$ cat src/rtl/sis_pkg.sv
// ============================================================================
// sis_pkg
// Shared types, constants and the multiply-accumulate micro-program of the
// Sampson inlier scorer.
// ============================================================================
package sis_pkg;

    localparam int NUM_OPS   = 34;
    localparam int DIV_STEPS = 32;
    localparam int SRC_W     = 54;
    localparam int ACC_W     = 112;
    localparam int DEN_W     = 76;
    localparam int NUM_W     = 108;
    localparam int REM_W     = 116;

    localparam logic [41:0] SUM_MAX      = 42'h3FF_FFFF_FFFF;
    localparam logic [10:0] COUNT_MAX    = 11'd2047;
    localparam logic [31:0] DIST_MAX     = 32'hFFFF_FFFF;
    localparam logic [31:0] CORNER_RESET = 32'h4000_0000;
    localparam logic [31:0] LIMIT_RESET  = 32'd196608;

    typedef enum logic [2:0] {
        REG_ROW0   = 3'd0,
        REG_MIXED  = 3'd1,
        REG_ROW1   = 3'd2,
        REG_ROW2   = 3'd3,
        REG_CORNER = 3'd4,
        REG_LIMIT  = 3'd5
    } reg_index_t;

    typedef enum logic [3:0] {
        A_F00    = 4'd0,
        A_F01    = 4'd1,
        A_F02    = 4'd2,
        A_F10    = 4'd3,
        A_F11    = 4'd4,
        A_F12    = 4'd5,
        A_F20    = 4'd6,
        A_F21    = 4'd7,
        A_F22    = 4'd8,
        A_SRC_HI = 4'd9,
        A_SRC_LO = 4'd10,
        A_MAG_HI = 4'd11,
        A_MAG_LO = 4'd12
    } a_sel_t;

    typedef enum logic [2:0] {
        B_X      = 3'd0,
        B_Y      = 3'd1,
        B_XP     = 3'd2,
        B_YP     = 3'd3,
        B_SIXTEEN = 3'd4,
        B_MAG_HI = 3'd5,
        B_MAG_LO = 3'd6
    } b_sel_t;

    typedef enum logic [2:0] {
        S_A1 = 3'd0,
        S_A2 = 3'd1,
        S_B1 = 3'd2,
        S_B2 = 3'd3,
        S_E  = 3'd4
    } src_sel_t;

    typedef enum logic [2:0] {
        SH_0  = 3'd0,
        SH_17 = 3'd1,
        SH_28 = 3'd2,
        SH_54 = 3'd3
    } shift_t;

    typedef enum logic [1:0] {
        INIT_ZERO = 2'd0,
        INIT_C    = 2'd1,
        INIT_KEEP = 2'd2
    } init_t;

    typedef enum logic [3:0] {
        D_NONE = 4'd0,
        D_A1   = 4'd1,
        D_A2   = 4'd2,
        D_B1   = 4'd3,
        D_B2   = 4'd4,
        D_C    = 4'd5,
        D_E    = 4'd6,
        D_DEN  = 4'd7,
        D_NUM  = 4'd8
    } dest_t;

    typedef struct packed {
        a_sel_t   a_sel;
        b_sel_t   b_sel;
        src_sel_t src;
        shift_t   sh;
        init_t    init;
        dest_t    dest;
    } mac_op_t;

    typedef struct packed {
        logic [8:0][31:0] f;
        logic [31:0]      limit;
    } coef_t;

    typedef struct packed {
        logic    capture;
        logic    op_valid;
        mac_op_t op;
        logic    div_init;
        logic    div_step;
        logic    finish;
    } ctrl_cmd_t;

    typedef struct packed {
        logic out_busy;
    } dp_status_t;

    function automatic mac_op_t make_op(a_sel_t a, b_sel_t b, src_sel_t s, shift_t sh,
                                        init_t init, dest_t dest);
        mac_op_t r;
        r.a_sel = a;
        r.b_sel = b;
        r.src   = s;
        r.sh    = sh;
        r.init  = init;
        r.dest  = dest;
        return r;
    endfunction

    // Linear terms first, then the epipolar error, the denominator squares
    // and finally the square of the error. Each square is split into halves.
    function automatic mac_op_t get_op(logic [5:0] step);
        mac_op_t r;
        case (step)
            6'd0:  r = make_op(A_F00, B_X, S_A1, SH_0, INIT_ZERO, D_NONE);
            6'd1:  r = make_op(A_F01, B_Y, S_A1, SH_0, INIT_KEEP, D_NONE);
            6'd2:  r = make_op(A_F02, B_SIXTEEN, S_A1, SH_0, INIT_KEEP, D_A1);
            6'd3:  r = make_op(A_F10, B_X, S_A1, SH_0, INIT_ZERO, D_NONE);
            6'd4:  r = make_op(A_F11, B_Y, S_A1, SH_0, INIT_KEEP, D_NONE);
            6'd5:  r = make_op(A_F12, B_SIXTEEN, S_A1, SH_0, INIT_KEEP, D_A2);
            6'd6:  r = make_op(A_F00, B_XP, S_A1, SH_0, INIT_ZERO, D_NONE);
            6'd7:  r = make_op(A_F10, B_YP, S_A1, SH_0, INIT_KEEP, D_NONE);
            6'd8:  r = make_op(A_F20, B_SIXTEEN, S_A1, SH_0, INIT_KEEP, D_B1);
            6'd9:  r = make_op(A_F01, B_XP, S_A1, SH_0, INIT_ZERO, D_NONE);
            6'd10: r = make_op(A_F11, B_YP, S_A1, SH_0, INIT_KEEP, D_NONE);
            6'd11: r = make_op(A_F21, B_SIXTEEN, S_A1, SH_0, INIT_KEEP, D_B2);
            6'd12: r = make_op(A_F20, B_X, S_A1, SH_0, INIT_ZERO, D_NONE);
            6'd13: r = make_op(A_F21, B_Y, S_A1, SH_0, INIT_KEEP, D_NONE);
            6'd14: r = make_op(A_F22, B_SIXTEEN, S_A1, SH_0, INIT_KEEP, D_C);
            6'd15: r = make_op(A_SRC_HI, B_XP, S_A1, SH_17, INIT_C, D_NONE);
            6'd16: r = make_op(A_SRC_LO, B_XP, S_A1, SH_0, INIT_KEEP, D_NONE);
            6'd17: r = make_op(A_SRC_HI, B_YP, S_A2, SH_17, INIT_KEEP, D_NONE);
            6'd18: r = make_op(A_SRC_LO, B_YP, S_A2, SH_0, INIT_KEEP, D_E);
            6'd19: r = make_op(A_MAG_HI, B_MAG_HI, S_A1, SH_54, INIT_ZERO, D_NONE);
            6'd20: r = make_op(A_MAG_HI, B_MAG_LO, S_A1, SH_28, INIT_KEEP, D_NONE);
            6'd21: r = make_op(A_MAG_LO, B_MAG_LO, S_A1, SH_0, INIT_KEEP, D_NONE);
            6'd22: r = make_op(A_MAG_HI, B_MAG_HI, S_A2, SH_54, INIT_KEEP, D_NONE);
            6'd23: r = make_op(A_MAG_HI, B_MAG_LO, S_A2, SH_28, INIT_KEEP, D_NONE);
            6'd24: r = make_op(A_MAG_LO, B_MAG_LO, S_A2, SH_0, INIT_KEEP, D_NONE);
            6'd25: r = make_op(A_MAG_HI, B_MAG_HI, S_B1, SH_54, INIT_KEEP, D_NONE);
            6'd26: r = make_op(A_MAG_HI, B_MAG_LO, S_B1, SH_28, INIT_KEEP, D_NONE);
            6'd27: r = make_op(A_MAG_LO, B_MAG_LO, S_B1, SH_0, INIT_KEEP, D_NONE);
            6'd28: r = make_op(A_MAG_HI, B_MAG_HI, S_B2, SH_54, INIT_KEEP, D_NONE);
            6'd29: r = make_op(A_MAG_HI, B_MAG_LO, S_B2, SH_28, INIT_KEEP, D_NONE);
            6'd30: r = make_op(A_MAG_LO, B_MAG_LO, S_B2, SH_0, INIT_KEEP, D_DEN);
            6'd31: r = make_op(A_MAG_HI, B_MAG_HI, S_E, SH_54, INIT_ZERO, D_NONE);
            6'd32: r = make_op(A_MAG_HI, B_MAG_LO, S_E, SH_28, INIT_KEEP, D_NONE);
            6'd33: r = make_op(A_MAG_LO, B_MAG_LO, S_E, SH_0, INIT_KEEP, D_NUM);
            default: r = make_op(A_F00, B_X, S_A1, SH_0, INIT_KEEP, D_NONE);
        endcase
        return r;
    endfunction

endpackage

$ cat src/rtl/sis_ctrl.sv
// ============================================================================
// sis_ctrl
// Sequencer: walks the multiply-accumulate program, then the divider steps,
// then hands the result to the output register.
// ============================================================================
module sis_ctrl
    import sis_pkg::*;
(
    input  logic       clk,
    input  logic       rst_n,
    input  logic       in_valid,
    output logic       in_ready,
    input  dp_status_t status,
    output ctrl_cmd_t  cmd
);

    typedef enum logic [4:0] {
        ST_IDLE  = 5'b00001,
        ST_MAC   = 5'b00010,
        ST_CHECK = 5'b00100,
        ST_DIV   = 5'b01000,
        ST_DONE  = 5'b10000
    } state_t;

    state_t      state_reg, state_next;
    logic [5:0]  step_reg, step_next;
    logic [4:0]  div_cnt_reg, div_cnt_next;

    assign in_ready = (state_reg == ST_IDLE);

    always_comb
    begin
        state_next   = state_reg;
        step_next    = step_reg;
        div_cnt_next = div_cnt_reg;
        cmd          = '0;
        cmd.op       = get_op(step_reg);
        case (state_reg)
            ST_IDLE:
            begin
                cmd.capture = in_valid;
                step_next   = '0;
                if (in_valid)
                begin
                    state_next = ST_MAC;
                end
            end
            ST_MAC:
            begin
                cmd.op_valid = (step_reg < 6'(NUM_OPS));
                step_next    = step_reg + 6'd1;
                if (step_reg == 6'(NUM_OPS))
                begin
                    state_next = ST_CHECK;
                end
            end
            ST_CHECK:
            begin
                cmd.div_init = 1'b1;
                div_cnt_next = '0;
                state_next   = ST_DIV;
            end
            ST_DIV:
            begin
                cmd.div_step = 1'b1;
                div_cnt_next = div_cnt_reg + 5'd1;
                if (div_cnt_reg == 5'(DIV_STEPS - 1))
                begin
                    state_next = ST_DONE;
                end
            end
            ST_DONE:
            begin
                if (!status.out_busy)
                begin
                    cmd.finish = 1'b1;
                    state_next = ST_IDLE;
                end
            end
            default:
            begin
                state_next = ST_IDLE;
            end
        endcase
    end

    always_ff @(posedge clk or negedge rst_n)
    begin
        if (!rst_n)
        begin
            state_reg   <= ST_IDLE;
            step_reg    <= '0;
            div_cnt_reg <= '0;
        end
        else
        begin
            state_reg   <= state_next;
            step_reg    <= step_next;
            div_cnt_reg <= div_cnt_next;
        end
    end

endmodule

$ cat config.mk
export PLATFORM = sky130hd
export DESIGN_NAME = sis_ctrl
export DESIGN_NICKNAME = d
export VERILOG_FILES = /design/src/rtl/sis_pkg.sv /design/src/rtl/sis_ctrl.sv
export SDC_FILE = /design/constraint.sdc
export NUM_CORES = 1
export LEC_CHECK = 0
export ABC_CLOCK_PERIOD_IN_PS = 2550
export BUFFER_PORTS_ARGS = -buffer_cell sky130_fd_sc_hd__buf_4
export CORE_MARGIN = 2
export CORE_UTILIZATION = 28
export DETAILED_ROUTE_END_ITERATION = 10
export PLACE_DENSITY = 0.49
export SLEW_MARGIN = 20
export SYNTH_ARGS = -nofsm -noshare
export SYNTH_HDL_FRONTEND = slang
export SYNTH_SLANG_ARGS = --single-unit
$ cat constraint.sdc
create_clock -name clk -period 2.55 [get_ports clk]
set_input_delay 0.51 -clock clk [delete_from_list [all_inputs] [get_ports clk]]
set_output_delay 0.51 -clock clk [all_outputs]
set_load 0.02 [all_outputs]
==> impl_metrics.py <==
metrics = {
    "run_status": {
        "status": "complete, no violations",
    },
    "synthesis": {
        "yosysMostFrequentCell": "nand2_1",
        "synth-xor-area-share": 0.00530,
        "synth_area_leaders": "dfrtp_1, ha_1, o21ai_0",
        "yosys.area_share.adder": 0.0833,
        "synthSimpleGateAreaFrac": 0.274,
        "yosys_warnings": 0,
        "synth_nets": 235,
        "synth_flop_cell": "dfrtp_1",
        "synthArstFlopShare": 1.00,
        "yosys-top-cells-count": "nand2_1, o21ai_0, nor2_1",
        "netlist_instances": 220,
        "synth_top_family_by_area": "simple AND/OR/NAND/NOR gates",
        "synth_mux_area_frac": 0.0522,
        "avgSynthCellArea_um2": 7.51,
        "synth_edf_count": 0,
        "netlist.top_cell.by_area": "dfrtp_1",
        "yosysSeqAreaShare": 0.243,
        "synth.distinct_cells": 54,
        "synth_top_cell_area_share": 0.227,
        "synth_area_um2": 1650,
        "ys_ff_latch": 16,
        "synth_compound_area_frac": 0.263,
    },
    "sta": {
        "hold_viol": 0,
        "min_period_over_period": 0.970,
        "maxSlewViolCount": 0,
        "max_slew.worst_pin.slew_ns": 0.638,
        "finalSetupViolCount": 0,
        "rsz0062_at_grt": "false",
        "final.min_clock_period_ns": 2.47,
        "relSlewSlack": 0.575,
        "clock.fmax_mhz": 404,
        "fin_setup_tns_ns": 0,
        "skew_ns": 0.000912,
    },
    "finish": {
        "multiInputGateArea_um2": 1140,
        "seq_area_um2": 402,
        "largest_register_ffs": 6,
        "nFillCells": 623,
        "final_nets": 264,
        "drive_above_1_share": 0.250,
        "area_growth_pct": 24.8,
        "postLayoutCellArea_um2": 2060,
        "diodes": 0,
    },
    "clock_network": {
        "cts_root_buffer": "clkbuf_8",
        "clock-sinks": 16,
        "cts_buffers": 3,
        "cts_setup_buffers": 0,
        "cts_tree": "done",
        "clk_pin_slew_ns": 0.07,
        "postCtsHoldBufs": 0,
        "clk_latency_ns": 0.25,
        "clk_path_buf_depth": 2,
        "h-tree-depth": 1,
    },
    "flow_run": {
        "drv_cap": 0,
    },
    "power_and_ir_drop": {
        "leakagePower_uw": 0.000936,
        "p_per_area_nw_per_um2": 627,
        "ir_worst_vdd_v": 0.000285,
    },
    "placement": {
        "placed_area_um2": 1980,
        "portBuffers": 27,
        "place_congestion": 0.854,
        "dp_hpwl_um": 3420,
    },
    "critical_path": {
        "critPathKind": "reg -> out",
        "critPathMaxFanout": 9,
        "cp_num_buf_inv": 3,
        "worst-path-stages": 7,
        "end_kind": "output port",
        "crit_family": "multiplexers",
        "slowest_delay_ns": 0.37,
        "crit_chain": "inv_2 -> buf_6 -> ha_1 -> mux2_2 -> mux2_2 -> a221o_1 -> buf_6",
        "reg2reg_depth": 4,
        "worst_ep_required_time_ns": 2.04,
        "worstSetupStartpointType": "flop",
        "cp.arrival_ns": 1.96,
        "critPathSlowestCell": "dfrtp_1",
    },
    "die": {
        "die_w_um": 80.8,
        "ioPinCount": 29,
        "design.die.area_um2": 6530,
        "design.core.area_um2": 5610,
        "start_util": 0.295,
        "die_h_um": 80.8,
        "rows": 27,
    },
    "routing": {
        "routed_via_density": 5.28,
        "wirelength_um": 4640,
        "post_drt_wl_per_cell_um": 14.5,
        "antenna_left": 0,
        "dr.first_iter.drc_count": 133,
        "post-route-drc-count": 0,
        "vias": 1691,
        "drtPass1Iterations": 4,
    },
    "global_routing": {
        "grt_pass1_wl_um": 7450,
        "antenna_found_initial": 0,
        "grt_max_degree": 21,
        "grt_usage": 0.146,
        "grt_pass1_vias": 1510,
        "gr-total-overflow": 0,
    },
    "min_path": {
        "hold_class": "in -> async",
    },
}
cell type report:
cell class                 instances  area share
clock buffer                       4      0.0267
inverter                           9      0.0164
multi-input combinational        176       0.555
sequential                        16       0.195
tap                               72      0.0437
timing repair buffer              43       0.164
power breakdown:
part	internal, uW	switching, uW	leakage (uW)
clock	137	92.7	0.0000288
combinational	313	414	0.000689
sequential	287	49.0	0.000218
total	738	555	0.000936
stage by stage:
step	util	cells	hold WS [ns]	setup slack [ns]	power [uW]
floorplan	-	220	0.214	0.0986	802
global placement	0.352	316	0.392	0.287	1040
detailed placement	0.352	316	0.391	0.263	1030
CTS	0.362	320	0.118	0.000576	1270
global route	0.368	320	0.117	0.0125	1390
finish	0.368	320	0.112	0.0753	1290
cell usage in the layout, fill, tap and decap left out, types with 2 or more instances in the layout:
master,instances
buf_4,39
nand2_1,25
o21ai_0,19
nor2_1,18
dfrtp_1,15
a21oi_1,14
nand3_1,9
ha_1,8
inv_1,7
nand2b_1,7
and2_1,6
nor3_1,5
and3_1,5
o211ai_1,4
a31oi_1,4
clkbuf_8,4
buf_6,4
a21o_1,3
mux2i_1,3
nor4_1,3
mux2_2,3
or3_1,2
inv_2,2
o22ai_1,2
nor2b_1,2
a211oi_1,2
a211o_1,2
a22o_1,2
ha_2,2
path summary, 6_finish.rpt:
| path | start | endpoint | slack, ns |
|---|---|---|---|
| min in group clk | div_cnt_reg[4] | div_cnt_reg[4] | 0.53 |
| worst max register to register | state_reg[4] | step_reg[5] | 0.81 |
| worst max-delay path | step_reg[1] | cmd[17] | 0.08 |
| worst min register to register | div_cnt_reg[4] | div_cnt_reg[4] | 0.53 |
| max in group asynchronous | rst_n | state_reg[0] | 2.18 |
| worst min-delay path | rst_n | div_cnt_reg[1] | 0.11 |
kinds of logic after synthesis:
group	after synthesis
buffers and inverters	28
multiplexers	7
other	1
AND/OR/NAND/NOR	89
XOR/XNOR	1
adder cells (fa/ha/maj)	11
AO/OA/AOI/OAI	67
flip-flops	16
what timing repair did:
| action | 4_1_cts | 5_1_grt |
|---|---|---|
| pin swaps | 0 | 1 |
| gates resized for setup | 1 | 8 |
| setup endpoints to repair | 1 | 2 |
per-layer routing:
layer	track usage	share of wire	vias up
met4	0.0508	0.019	0
met2	0.200	0.42	55
met5	0	0	-
met1	0.223	0.50	774
met3	0.0278	0.059	10
li1	-	-	852
worst register-to-register path: cells and delay by family, from the launching register on:
family,cells,cell delay [ns]
flops,1,0.45
simple gates,2,0.75
compound gates,2,0.41
Note: power is estimated with default switching activity, not from simulation.
