**src/rtl/sis_pkg.sv**
```systemverilog
// ============================================================================
// sis_pkg
// Shared types, constants and the multiply-accumulate micro-program of the
// Sampson inlier scorer.
// ============================================================================
package sis_pkg;

    localparam int NUM_OPS   = 34;
    localparam int DIV_STEPS = 32;
    localparam int SRC_W     = 54;
    localparam int ACC_W     = 112;
    localparam int DEN_W     = 76;
    localparam int NUM_W     = 108;
    localparam int REM_W     = 116;

    localparam logic [41:0] SUM_MAX      = 42'h3FF_FFFF_FFFF;
    localparam logic [10:0] COUNT_MAX    = 11'd2047;
    localparam logic [31:0] DIST_MAX     = 32'hFFFF_FFFF;
    localparam logic [31:0] CORNER_RESET = 32'h4000_0000;
    localparam logic [31:0] LIMIT_RESET  = 32'd196608;

    typedef enum logic [2:0] {
        REG_ROW0   = 3'd0,
        REG_MIXED  = 3'd1,
        REG_ROW1   = 3'd2,
        REG_ROW2   = 3'd3,
        REG_CORNER = 3'd4,
        REG_LIMIT  = 3'd5
    } reg_index_t;

    typedef enum logic [3:0] {
        A_F00    = 4'd0,
        A_F01    = 4'd1,
        A_F02    = 4'd2,
        A_F10    = 4'd3,
        A_F11    = 4'd4,
        A_F12    = 4'd5,
        A_F20    = 4'd6,
        A_F21    = 4'd7,
        A_F22    = 4'd8,
        A_SRC_HI = 4'd9,
        A_SRC_LO = 4'd10,
        A_MAG_HI = 4'd11,
        A_MAG_LO = 4'd12
    } a_sel_t;

    typedef enum logic [2:0] {
        B_X      = 3'd0,
        B_Y      = 3'd1,
        B_XP     = 3'd2,
        B_YP     = 3'd3,
        B_SIXTEEN = 3'd4,
        B_MAG_HI = 3'd5,
        B_MAG_LO = 3'd6
    } b_sel_t;

    typedef enum logic [2:0] {
        S_A1 = 3'd0,
        S_A2 = 3'd1,
        S_B1 = 3'd2,
        S_B2 = 3'd3,
        S_E  = 3'd4
    } src_sel_t;

    typedef enum logic [2:0] {
        SH_0  = 3'd0,
        SH_17 = 3'd1,
        SH_28 = 3'd2,
        SH_54 = 3'd3
    } shift_t;

    typedef enum logic [1:0] {
        INIT_ZERO = 2'd0,
        INIT_C    = 2'd1,
        INIT_KEEP = 2'd2
    } init_t;

    typedef enum logic [3:0] {
        D_NONE = 4'd0,
        D_A1   = 4'd1,
        D_A2   = 4'd2,
        D_B1   = 4'd3,
        D_B2   = 4'd4,
        D_C    = 4'd5,
        D_E    = 4'd6,
        D_DEN  = 4'd7,
        D_NUM  = 4'd8
    } dest_t;

    typedef struct packed {
        a_sel_t   a_sel;
        b_sel_t   b_sel;
        src_sel_t src;
        shift_t   sh;
        init_t    init;
        dest_t    dest;
    } mac_op_t;

    typedef struct packed {
        logic [8:0][31:0] f;
        logic [31:0]      limit;
    } coef_t;

    typedef struct packed {
        logic    capture;
        logic    op_valid;
        mac_op_t op;
        logic    div_init;
        logic    div_step;
        logic    finish;
    } ctrl_cmd_t;

    typedef struct packed {
        logic out_busy;
    } dp_status_t;

    function automatic mac_op_t make_op(a_sel_t a, b_sel_t b, src_sel_t s, shift_t sh,
                                        init_t init, dest_t dest);
        mac_op_t r;
        r.a_sel = a;
        r.b_sel = b;
        r.src   = s;
        r.sh    = sh;
        r.init  = init;
        r.dest  = dest;
        return r;
    endfunction

    // Linear terms first, then the epipolar error, the denominator squares
    // and finally the square of the error. Each square is split into halves.
    function automatic mac_op_t get_op(logic [5:0] step);
        mac_op_t r;
        case (step)
            6'd0:  r = make_op(A_F00, B_X, S_A1, SH_0, INIT_ZERO, D_NONE);
            6'd1:  r = make_op(A_F01, B_Y, S_A1, SH_0, INIT_KEEP, D_NONE);
            6'd2:  r = make_op(A_F02, B_SIXTEEN, S_A1, SH_0, INIT_KEEP, D_A1);
            6'd3:  r = make_op(A_F10, B_X, S_A1, SH_0, INIT_ZERO, D_NONE);
            6'd4:  r = make_op(A_F11, B_Y, S_A1, SH_0, INIT_KEEP, D_NONE);
            6'd5:  r = make_op(A_F12, B_SIXTEEN, S_A1, SH_0, INIT_KEEP, D_A2);
            6'd6:  r = make_op(A_F00, B_XP, S_A1, SH_0, INIT_ZERO, D_NONE);
            6'd7:  r = make_op(A_F10, B_YP, S_A1, SH_0, INIT_KEEP, D_NONE);
            6'd8:  r = make_op(A_F20, B_SIXTEEN, S_A1, SH_0, INIT_KEEP, D_B1);
            6'd9:  r = make_op(A_F01, B_XP, S_A1, SH_0, INIT_ZERO, D_NONE);
            6'd10: r = make_op(A_F11, B_YP, S_A1, SH_0, INIT_KEEP, D_NONE);
            6'd11: r = make_op(A_F21, B_SIXTEEN, S_A1, SH_0, INIT_KEEP, D_B2);
            6'd12: r = make_op(A_F20, B_X, S_A1, SH_0, INIT_ZERO, D_NONE);
            6'd13: r = make_op(A_F21, B_Y, S_A1, SH_0, INIT_KEEP, D_NONE);
            6'd14: r = make_op(A_F22, B_SIXTEEN, S_A1, SH_0, INIT_KEEP, D_C);
            6'd15: r = make_op(A_SRC_HI, B_XP, S_A1, SH_17, INIT_C, D_NONE);
            6'd16: r = make_op(A_SRC_LO, B_XP, S_A1, SH_0, INIT_KEEP, D_NONE);
            6'd17: r = make_op(A_SRC_HI, B_YP, S_A2, SH_17, INIT_KEEP, D_NONE);
            6'd18: r = make_op(A_SRC_LO, B_YP, S_A2, SH_0, INIT_KEEP, D_E);
            6'd19: r = make_op(A_MAG_HI, B_MAG_HI, S_A1, SH_54, INIT_ZERO, D_NONE);
            6'd20: r = make_op(A_MAG_HI, B_MAG_LO, S_A1, SH_28, INIT_KEEP, D_NONE);
            6'd21: r = make_op(A_MAG_LO, B_MAG_LO, S_A1, SH_0, INIT_KEEP, D_NONE);
            6'd22: r = make_op(A_MAG_HI, B_MAG_HI, S_A2, SH_54, INIT_KEEP, D_NONE);
            6'd23: r = make_op(A_MAG_HI, B_MAG_LO, S_A2, SH_28, INIT_KEEP, D_NONE);
            6'd24: r = make_op(A_MAG_LO, B_MAG_LO, S_A2, SH_0, INIT_KEEP, D_NONE);
            6'd25: r = make_op(A_MAG_HI, B_MAG_HI, S_B1, SH_54, INIT_KEEP, D_NONE);
            6'd26: r = make_op(A_MAG_HI, B_MAG_LO, S_B1, SH_28, INIT_KEEP, D_NONE);
            6'd27: r = make_op(A_MAG_LO, B_MAG_LO, S_B1, SH_0, INIT_KEEP, D_NONE);
            6'd28: r = make_op(A_MAG_HI, B_MAG_HI, S_B2, SH_54, INIT_KEEP, D_NONE);
            6'd29: r = make_op(A_MAG_HI, B_MAG_LO, S_B2, SH_28, INIT_KEEP, D_NONE);
            6'd30: r = make_op(A_MAG_LO, B_MAG_LO, S_B2, SH_0, INIT_KEEP, D_DEN);
            6'd31: r = make_op(A_MAG_HI, B_MAG_HI, S_E, SH_54, INIT_ZERO, D_NONE);
            6'd32: r = make_op(A_MAG_HI, B_MAG_LO, S_E, SH_28, INIT_KEEP, D_NONE);
            6'd33: r = make_op(A_MAG_LO, B_MAG_LO, S_E, SH_0, INIT_KEEP, D_NUM);
            default: r = make_op(A_F00, B_X, S_A1, SH_0, INIT_KEEP, D_NONE);
        endcase
        return r;
    endfunction

endpackage

```
**src/rtl/sis_regs.sv**
```systemverilog
// ============================================================================
// sis_regs
// Configuration register file behind the APB-style port.
// ============================================================================
module sis_regs
    import sis_pkg::*;
(
    input  logic        clk,
    input  logic        rst_n,
    input  logic        psel,
    input  logic        penable,
    input  logic        pwrite,
    input  logic [5:0]  paddr,
    input  logic [63:0] pwdata,
    output logic [63:0] prdata,
    output logic        pready,
    output coef_t       coef
);

    logic [63:0] row0_reg;
    logic [63:0] mixed_reg;
    logic [63:0] row1_reg;
    logic [63:0] row2_reg;
    logic [31:0] corner_reg;
    logic [31:0] limit_reg;
    logic        wr_en;
    reg_index_t  idx;

    assign pready = 1'b1;
    assign wr_en  = psel & penable & pwrite;
    assign idx    = reg_index_t'(paddr[5:3]);

    always_ff @(posedge clk or negedge rst_n)
    begin
        if (!rst_n)
        begin
            row0_reg   <= '0;
            mixed_reg  <= '0;
            row1_reg   <= '0;
            row2_reg   <= '0;
            corner_reg <= CORNER_RESET;
            limit_reg  <= LIMIT_RESET;
        end
        else if (wr_en)
        begin
            case (idx)
                REG_ROW0:   row0_reg   <= pwdata;
                REG_MIXED:  mixed_reg  <= pwdata;
                REG_ROW1:   row1_reg   <= pwdata;
                REG_ROW2:   row2_reg   <= pwdata;
                REG_CORNER: corner_reg <= pwdata[31:0];
                REG_LIMIT:  limit_reg  <= pwdata[31:0];
                default:    ;
            endcase
        end
    end

    always_comb
    begin
        case (idx)
            REG_ROW0:   prdata = row0_reg;
            REG_MIXED:  prdata = mixed_reg;
            REG_ROW1:   prdata = row1_reg;
            REG_ROW2:   prdata = row2_reg;
            REG_CORNER: prdata = {32'd0, corner_reg};
            REG_LIMIT:  prdata = {32'd0, limit_reg};
            default:    prdata = '0;
        endcase
    end

    always_comb
    begin
        coef.f[0] = row0_reg[63:32];
        coef.f[1] = row0_reg[31:0];
        coef.f[2] = mixed_reg[63:32];
        coef.f[3] = mixed_reg[31:0];
        coef.f[4] = row1_reg[63:32];
        coef.f[5] = row1_reg[31:0];
        coef.f[6] = row2_reg[63:32];
        coef.f[7] = row2_reg[31:0];
        coef.f[8] = corner_reg;
        coef.limit = limit_reg;
    end

endmodule

```
**config.mk**
```make
export PLATFORM = sky130hd
export DESIGN_NAME = sis_regs
export DESIGN_NICKNAME = d
export VERILOG_FILES = /design/src/rtl/sis_pkg.sv /design/src/rtl/sis_regs.sv
export SDC_FILE = /design/constraint.sdc
export NUM_CORES = 1
export LEC_CHECK = 0
export BUFFER_PORTS_ARGS = -buffer_cell sky130_fd_sc_hd__buf_2
export CORE_MARGIN = 5
export CORE_UTILIZATION = 40
export CTS_BUF_LIST = sky130_fd_sc_hd__clkbuf_2 sky130_fd_sc_hd__clkbuf_4 sky130_fd_sc_hd__clkbuf_8
export DETAILED_ROUTE_END_ITERATION = 8
export HOLD_SLACK_MARGIN = 0.08
export PLACE_DENSITY = 0.76
export RECOVER_POWER = 50
export SETUP_SLACK_MARGIN = 0.15
export SYNTH_ARGS = -nofsm -noshare
export SYNTH_HDL_FRONTEND = slang
export SYNTH_SLANG_ARGS = --single-unit
```
**constraint.sdc**
```tcl
create_clock -name clk -period 4.4 [get_ports clk]
set_clock_uncertainty 0.1 [all_clocks]
set_input_delay 0.88 -clock clk [delete_from_list [all_inputs] [get_ports clk]]
set_output_delay 0.88 -clock clk [all_outputs]
set_load 0.005 [all_outputs]
```
==> results of run 1 <==
power by group through the flow:
stage / sequential (mW) / clock [mW] / combinational, mW
finish: 4.01 / 2.83 / 2.03
global route: 4.08 / 3.06 / 2.21
CTS: 3.99 / 2.90 / 2.12
detailed placement: 4.04 / 0 / 2.11
global placement: 4.00 / 0 / 2.07
floorplan: 3.99 / 0 / 0.967
cell usage in the layout (no fill, tap or decap), types with 7 or more instances in the layout:
cell type / instances
buf_12: 8
nor3b_1: 7
mux2_1: 16
mux2_4: 60
mux2i_1: 33
clkbuf_1: 121
and2_1: 32
mux4_2: 32
nor2_1: 7
buf_4: 15
o22ai_1: 7
nand2_1: 17
buf_2: 331
mux2_2: 281
clkbuf_4: 21
a221o_1: 11
a22oi_1: 7
dfrtp_1: 317
a221oi_1: 8
a21oi_1: 7
clkbuf_8: 68
a31oi_1: 8
per-layer routing:
| metal | vias up | wire length, um |
|---|---|---|
| met5 | - | 18 |
| met4 | 4 | 1580 |
| met3 | 87 | 3670 |
| met2 | 484 | 23100 |
| met1 | 5517 | 18400 |
| li1 | 4539 | - |
kinds of logic (layout without fill, tap and decap cells):
kind of cell	count (synthesis)	in the layout
buffers and inverters	71	582
other	1	2
flip-flops	320	320
AND/OR/NAND/NOR	90	90
AO/OA/AOI/OAI	65	65
multiplexers	422	422
cell usage after synthesis, drive strengths merged (8+ instances only):
library cell	count
and2	32
a221o	11
mux4	32
nor2	11
dfrtp	317
buf	53
clkbuf	16
a31oi	8
mux2	357
a221oi	8
mux2i	33
nand2	17
area by class of cell:
type	count	area [sq um]
timing repair buffer	480	2410
tap	468	586
clock inverter	11	90.1
antenna	1	2.50
sequential	320	8010
fill	3170	17900
inverter	2	7.51
multi-input combinational	578	6360
clock buffer	89	1090
worst max-delay path by stage:
stage	start	endpoint	slack [ns]	depth (start not counted)
after floorplan	paddr[3]	prdata[32]	1.41	4
after global placement	paddr[5]	prdata[4]	0.60	5
after detailed placement	paddr[4]	prdata[7]	0.56	6
after CTS	paddr[4]	prdata[7]	0.55	6
after global routing	rst_n	mixed_reg[23]	0.35	2
final	paddr[4]	prdata[7]	0.54	6
worst max-delay path: stages:
cell,delay (ns)
buf_4,0.36
buf_4,0.60
mux2_2,0.40
a221oi_1,0.29
a31oi_1,0.10
buf_2,0.16
==> metrics, run 1 <==
hold wc startpoint=corner_reg[2]; Pwr Total=between 8 and 9 mW; crit path launch type=input port; worst min path class=flop to flop; Syn. warnings=0; die area=0.0407 sq mm; Area Overhead vs Synth=26.2%; Pleak=between 9 and 10 nW; largest net degree at the start of global routing=roughly 110; non-filler cells, final=between 1.5k and 2k; r2r endpoint=mixed_reg[16]; Synth Area in Simple Gates=0.0365; met3 Use GR=0.0649; Finished Cell Area=approximately 0.019 sq mm; average size of a mapped cell=15.2 sq um; Internal=6.30 mW; switching power=about 2.6 mW; maximum clock rate=0.259 GHz; Vias=between 10k and 15k; Worst Path Max Fanout=40; CTS Hold Buffers Added=0; Root Buffer=clkbuf_8; Post-synth top flop=dfrtp_1; Hold Path Stages=1; pre-CTS WS=approximately 0.56 ns; Post-synth EDFFs=0; critical path type=input port to output port; port bufs=~460; Routed WL per cell=approximately 24 um; Slew HR=-0.817; Syn Std Cell Area=between 0.01 and 0.015 sq mm; worst r2r src=mixed_reg[16]; Fin Hold WS=0.417 ns; met2 usage=0.380; largest cells by area after synthesis=dfrtp_1 (54%), mux2_2 (22%), mux2_4 (6.1%); Final Core Density=0.509; Sw Ratio=0.290; post-synthesis adder-cell area fraction=0; Die Width=just over 200 um; postcts setup bufs=0; Clock Power Share=0.319; Worst Slack Setup Final=between 0.5 and 0.6 ns; failing checks=capacitance limit, slew limit; combinational share of power=0.229; post-synth top area share=0.539; TritonCTS clock tree=built; DRC Markers=0; Most Used Layer, Global Route=met2; CTS buffer count=54; syn nets=~1.0k; Post-DRT Antenna Nets=0; Hold Vio Cnt, Final=0; gr usage total=0.226; setup TNS=0 ns; run status=complete, but fails checks; Placed Instances=1848; post-synthesis async set-or-reset flop share=1.00; Pre-Repair DR Iteration Count=5; Netlist cell types=39; Compound-Gate Fraction of Synth Area=0.0332; Clock Path Buffers=3; slack of the worst reg-to-reg path=~3.5 ns; Final Wtd Congestion=0.875; H-tree levels=2; Area after DPL=roughly 0.018 sq mm; worst vdd ir=0.328 mV; register share of total power=0.452; WL final=46800 um; R2R cell count=1; max-cap check violation count=1; post-synthesis register bit count=320; Detailed Place HPWL=between 30000 and 40000 um; grt ovf=0; RSZ-0062 raised after global routing=false; Period minus WS final=~3.9 ns; dominant combinational cell family by area after synthesis=multiplexers; met1 GRT Util=0.275; global-route wire length before repair=around 72000 um; Data required, critical path=around 3.4 ns; clk_lat worst skew=approximately 0.60 ns; Initial DRC Count=492; clock sink count=320; initial core utilization=0.404; Ports=460; mux cell area share after synthesis=0.360; Core Rows=70; routed vias/inst=~5.5; fin crit share=0.877; final setup vio count=0; layout cells sized above 1=0.570; sequential-to-total area share from yosys stat=0.545; clock slew at reported path FFs=about 0.06 ns; Hold Path End=corner_reg[2]; Critical Path AT=between 2 and 3 ns; PostCTS Resize Cnt=0; height of the die=around 200 um; pwr/cell area=around 480 mW/mm^2; largest area contributor in the netlist=dfrtp_1; cell count after synthesis=a little under 1k; Slew Limit Fails=103; nets=~1.5k; initial antenna violation count=3; vias in the first global route=about 12k; crit end category=output port; XOR/XNOR Fraction of Synth Area=0; Worst Max-Slew Pin Slew=approximately 2.7 ns; CORE AREA=between 0.03 and 0.04 sq mm
(Power assumes the default switching activity.)
==> inputs of run 2 (changes only) <==
--- a/config.mk
+++ b/config.mk
@@ -6,12 +6,14 @@
 export NUM_CORES = 1
 export LEC_CHECK = 0
 export BUFFER_PORTS_ARGS = -buffer_cell sky130_fd_sc_hd__buf_2
+export CELL_PAD_IN_SITES_DETAIL_PLACEMENT = 1
+export CELL_PAD_IN_SITES_GLOBAL_PLACEMENT = 2
 export CORE_MARGIN = 5
-export CORE_UTILIZATION = 40
+export CORE_UTILIZATION = 38
 export CTS_BUF_LIST = sky130_fd_sc_hd__clkbuf_2 sky130_fd_sc_hd__clkbuf_4 sky130_fd_sc_hd__clkbuf_8
 export DETAILED_ROUTE_END_ITERATION = 8
 export HOLD_SLACK_MARGIN = 0.08
-export PLACE_DENSITY = 0.76
+export PLACE_DENSITY = 0.95
 export RECOVER_POWER = 50
 export SETUP_SLACK_MARGIN = 0.15
 export SYNTH_ARGS = -nofsm -noshare
==> metrics, run 2 (synthesis results as in run 1) <==
run status=complete, but fails checks (unchanged); failing checks=capacitance limit, slew limit (unchanged); r2r endpoint=mixed_reg[13] (was mixed_reg[16]); non-filler cells, final=2002 (was 1949); setup TNS=0 ns (unchanged); routed vias/inst=5.32 (was 5.45); Area Overhead vs Synth=26.6% (was 26.2%); maximum clock rate=0.262 GHz (was 0.259 GHz); Hold Vio Cnt, Final=0 (unchanged); Die Width=207 um (was 202 um); commonest non-fill, non-tap cell in the layout=dfrtp_1 (was buf_2); die area=0.0427 sq mm (was 0.0407 sq mm); R2R cell count=1 (unchanged); Detailed Place HPWL=34200 um (was 31700 um); clk_lat worst skew=0.60 ns (about the same); port bufs=455 (unchanged); CP Buf/Inv Count=3 (unchanged); Post-DRT Antenna Nets=0 (unchanged); slack of the worst reg-to-reg path=3.45 ns (was 3.46 ns); Clock Path Buffers=3 (unchanged); Worst Max-Slew Pin Slew=2.81 ns (was 2.72 ns); worst min path class=flop to flop (unchanged); pwr/cell area=481 mW/mm^2 (was 478 mW/mm^2); Worst Path Max Fanout=37 (was 40); final setup vio count=0 (unchanged); clock slew at reported path FFs=0.05 ns (was 0.06 ns); layout cells sized above 1=0.554 (was 0.570); worst r2r src=mixed_reg[13] (was mixed_reg[16]); Area after DPL=0.0176 sq mm (was 0.0175 sq mm); Core Rows=72 (was 70); TritonCTS clock tree=built (unchanged); max-cap check violation count=1 (unchanged); Data required, critical path=3.42 ns (about the same); Placed Instances=1898 (was 1848); worst path cell trace=buf_4 > clkinv_1 > nand2_1 > o221ai_1 > buf_2 (was buf_4 > buf_4 > mux2_2 > a221oi_1 > a31oi_1 > buf_2); PostCTS Resize Cnt=0 (unchanged); combinational share of power=0.232 (was 0.229); CORE AREA=0.0385 sq mm (was 0.0364 sq mm); Critical Path AT=2.84 ns (was 2.88 ns); Clock Power Share=0.320 (was 0.319); Worst Setup SP=paddr[4] (unchanged); Final Wtd Congestion=0.836 (was 0.875); CTS Hold Buffers Added=0 (unchanged); Period minus WS final=3.82 ns (was 3.86 ns); RSZ-0062 raised after global routing=false (unchanged); Internal=6.31 mW (was 6.30 mW); critical path type=input port to output port (unchanged); Routed WL per cell=25.4 um (was 24.0 um); gr usage total=0.232 (was 0.226); Pleak=9.09 nW (was 9.15 nW); initial antenna violation count=6 (was 3); CTS buffer count=57 (was 54); worst vdd ir=0.272 mV (was 0.328 mV); initial core utilization=0.382 (was 0.404); largest net degree at the start of global routing=105 (unchanged); Levels on crit path=5 (was 6); postcts setup bufs=0 (unchanged); Slew HR=-0.872 (was -0.817); Pre-Repair DR Iteration Count=4 (was 5); Initial DRC Count=502 (was 492); switching power=2.66 mW (was 2.57 mW); Slowest-stage cell, CP=clkinv_1 (was buf_4); Vias=10.7k (was 10.6k); crit path capture=prdata[12] (was prdata[7]); nets=1514 (was 1511); CP max stage delay=0.63 ns (was 0.60 ns); grt ovf=0 (unchanged); vias in the first global route=11.9k (was 11.5k); fin crit share=0.869 (was 0.877); Slew Limit Fails=102 (was 103); clock sink count=320 (unchanged); H-tree levels=2 (unchanged); WL final=50800 um (was 46800 um); global-route wire length before repair=75900 um (was 71900 um); crit end category=output port (unchanged); Finished Cell Area=0.0186 sq mm (about the same); Ports=460 (unchanged); most frequent cells in the layout=dfrtp_1 (317), buf_2 (307), mux2_2 (281) (was buf_2 (331), dfrtp_1 (317), mux2_2 (281)); CP top delay family=buffers and inverters (unchanged); Root Buffer=clkbuf_8 (unchanged); crit path launch type=input port (unchanged); register share of total power=0.448 (was 0.452); DRC Markers=0 (unchanged); height of the die=207 um (was 202 um); Sw Ratio=0.297 (was 0.290); number of fill cells=4099 (was 3170)
run 2: changes by cell type in the layout (fill, tap and decap cells not counted), sizes merged:
cell and change:
buf -22, bufinv -1, clkbuf +29, clkinvlp -2
diode +2, clkinv -3
run 2: metal layers:
metal | global-route usage | vias to the layer above | share of wire
met4 | 0.0734 | 4 | 0.029
met5 | 0 | - | 0.00053
li1 | - | 4544 | -
met3 | 0.0806 | 100 | 0.087
met1 | 0.280 | 5558 | 0.39
met2 | 0.393 | 446 | 0.49
run 2: layout make-up:
| type | count | area, sq um | share of cell area |
|---|---|---|---|
| Antenna cell | 3 | 7.51 | 0.000403 |
| Clock buffer | 96 | 1160 | 0.0622 |
| Clock inverter | 5 | 30.0 | 0.00161 |
| Inverter | 2 | 7.51 | 0.000403 |
| Multi-Input combinational cell | 578 | 6350 | 0.341 |
| Sequential cell | 320 | 8010 | 0.430 |
| Tap cell | 518 | 648 | 0.0348 |
| Timing Repair Buffer | 480 | 2400 | 0.129 |
run 2: how the worst min path moves through the flow:
stage	startpoint	slack (ns)	depth (start not counted)	to
6_report	row1_reg[31]	0.42	1	row1_reg[31]
3_3_place_gp	row1_reg[31]	0.38	1	row1_reg[31]
5_1_grt	pwdata[61]	0.38	2	row0_reg[61]
3_5_place_dp	row1_reg[31]	0.40	1	row1_reg[31]
4_1_cts	rst_n	0.24	1	mixed_reg[1]
2_1_floorplan	row1_reg[31]	0.40	1	row1_reg[31]
run 2: stage by stage:
step            util  hold WS (ns)  setup WS (ns)  power (mW)
6_report       0.484         0.416          0.577        8.96
5_1_grt        0.484         0.379          0.396        9.45
4_1_cts        0.489         0.235          0.433        9.13
3_5_place_dp   0.458         0.402          0.460        6.22
3_3_place_gp   0.458         0.384          0.593        6.09
2_1_floorplan      -         0.400           1.41        4.96
run 2: power groups by stage:
| stage | Combinational (mW) | Sequential (mW) | Clock, mW |
|---|---|---|---|
| 6_report | 2.08 | 4.02 | 2.87 |
| 5_1_grt | 2.26 | 4.09 | 3.09 |
| 4_1_cts | 2.18 | 4.01 | 2.94 |
| 3_5_place_dp | 2.17 | 4.05 | 0 |
| 3_3_place_gp | 2.10 | 4.00 | 0 |
| 2_1_floorplan | 0.967 | 3.99 | 0 |
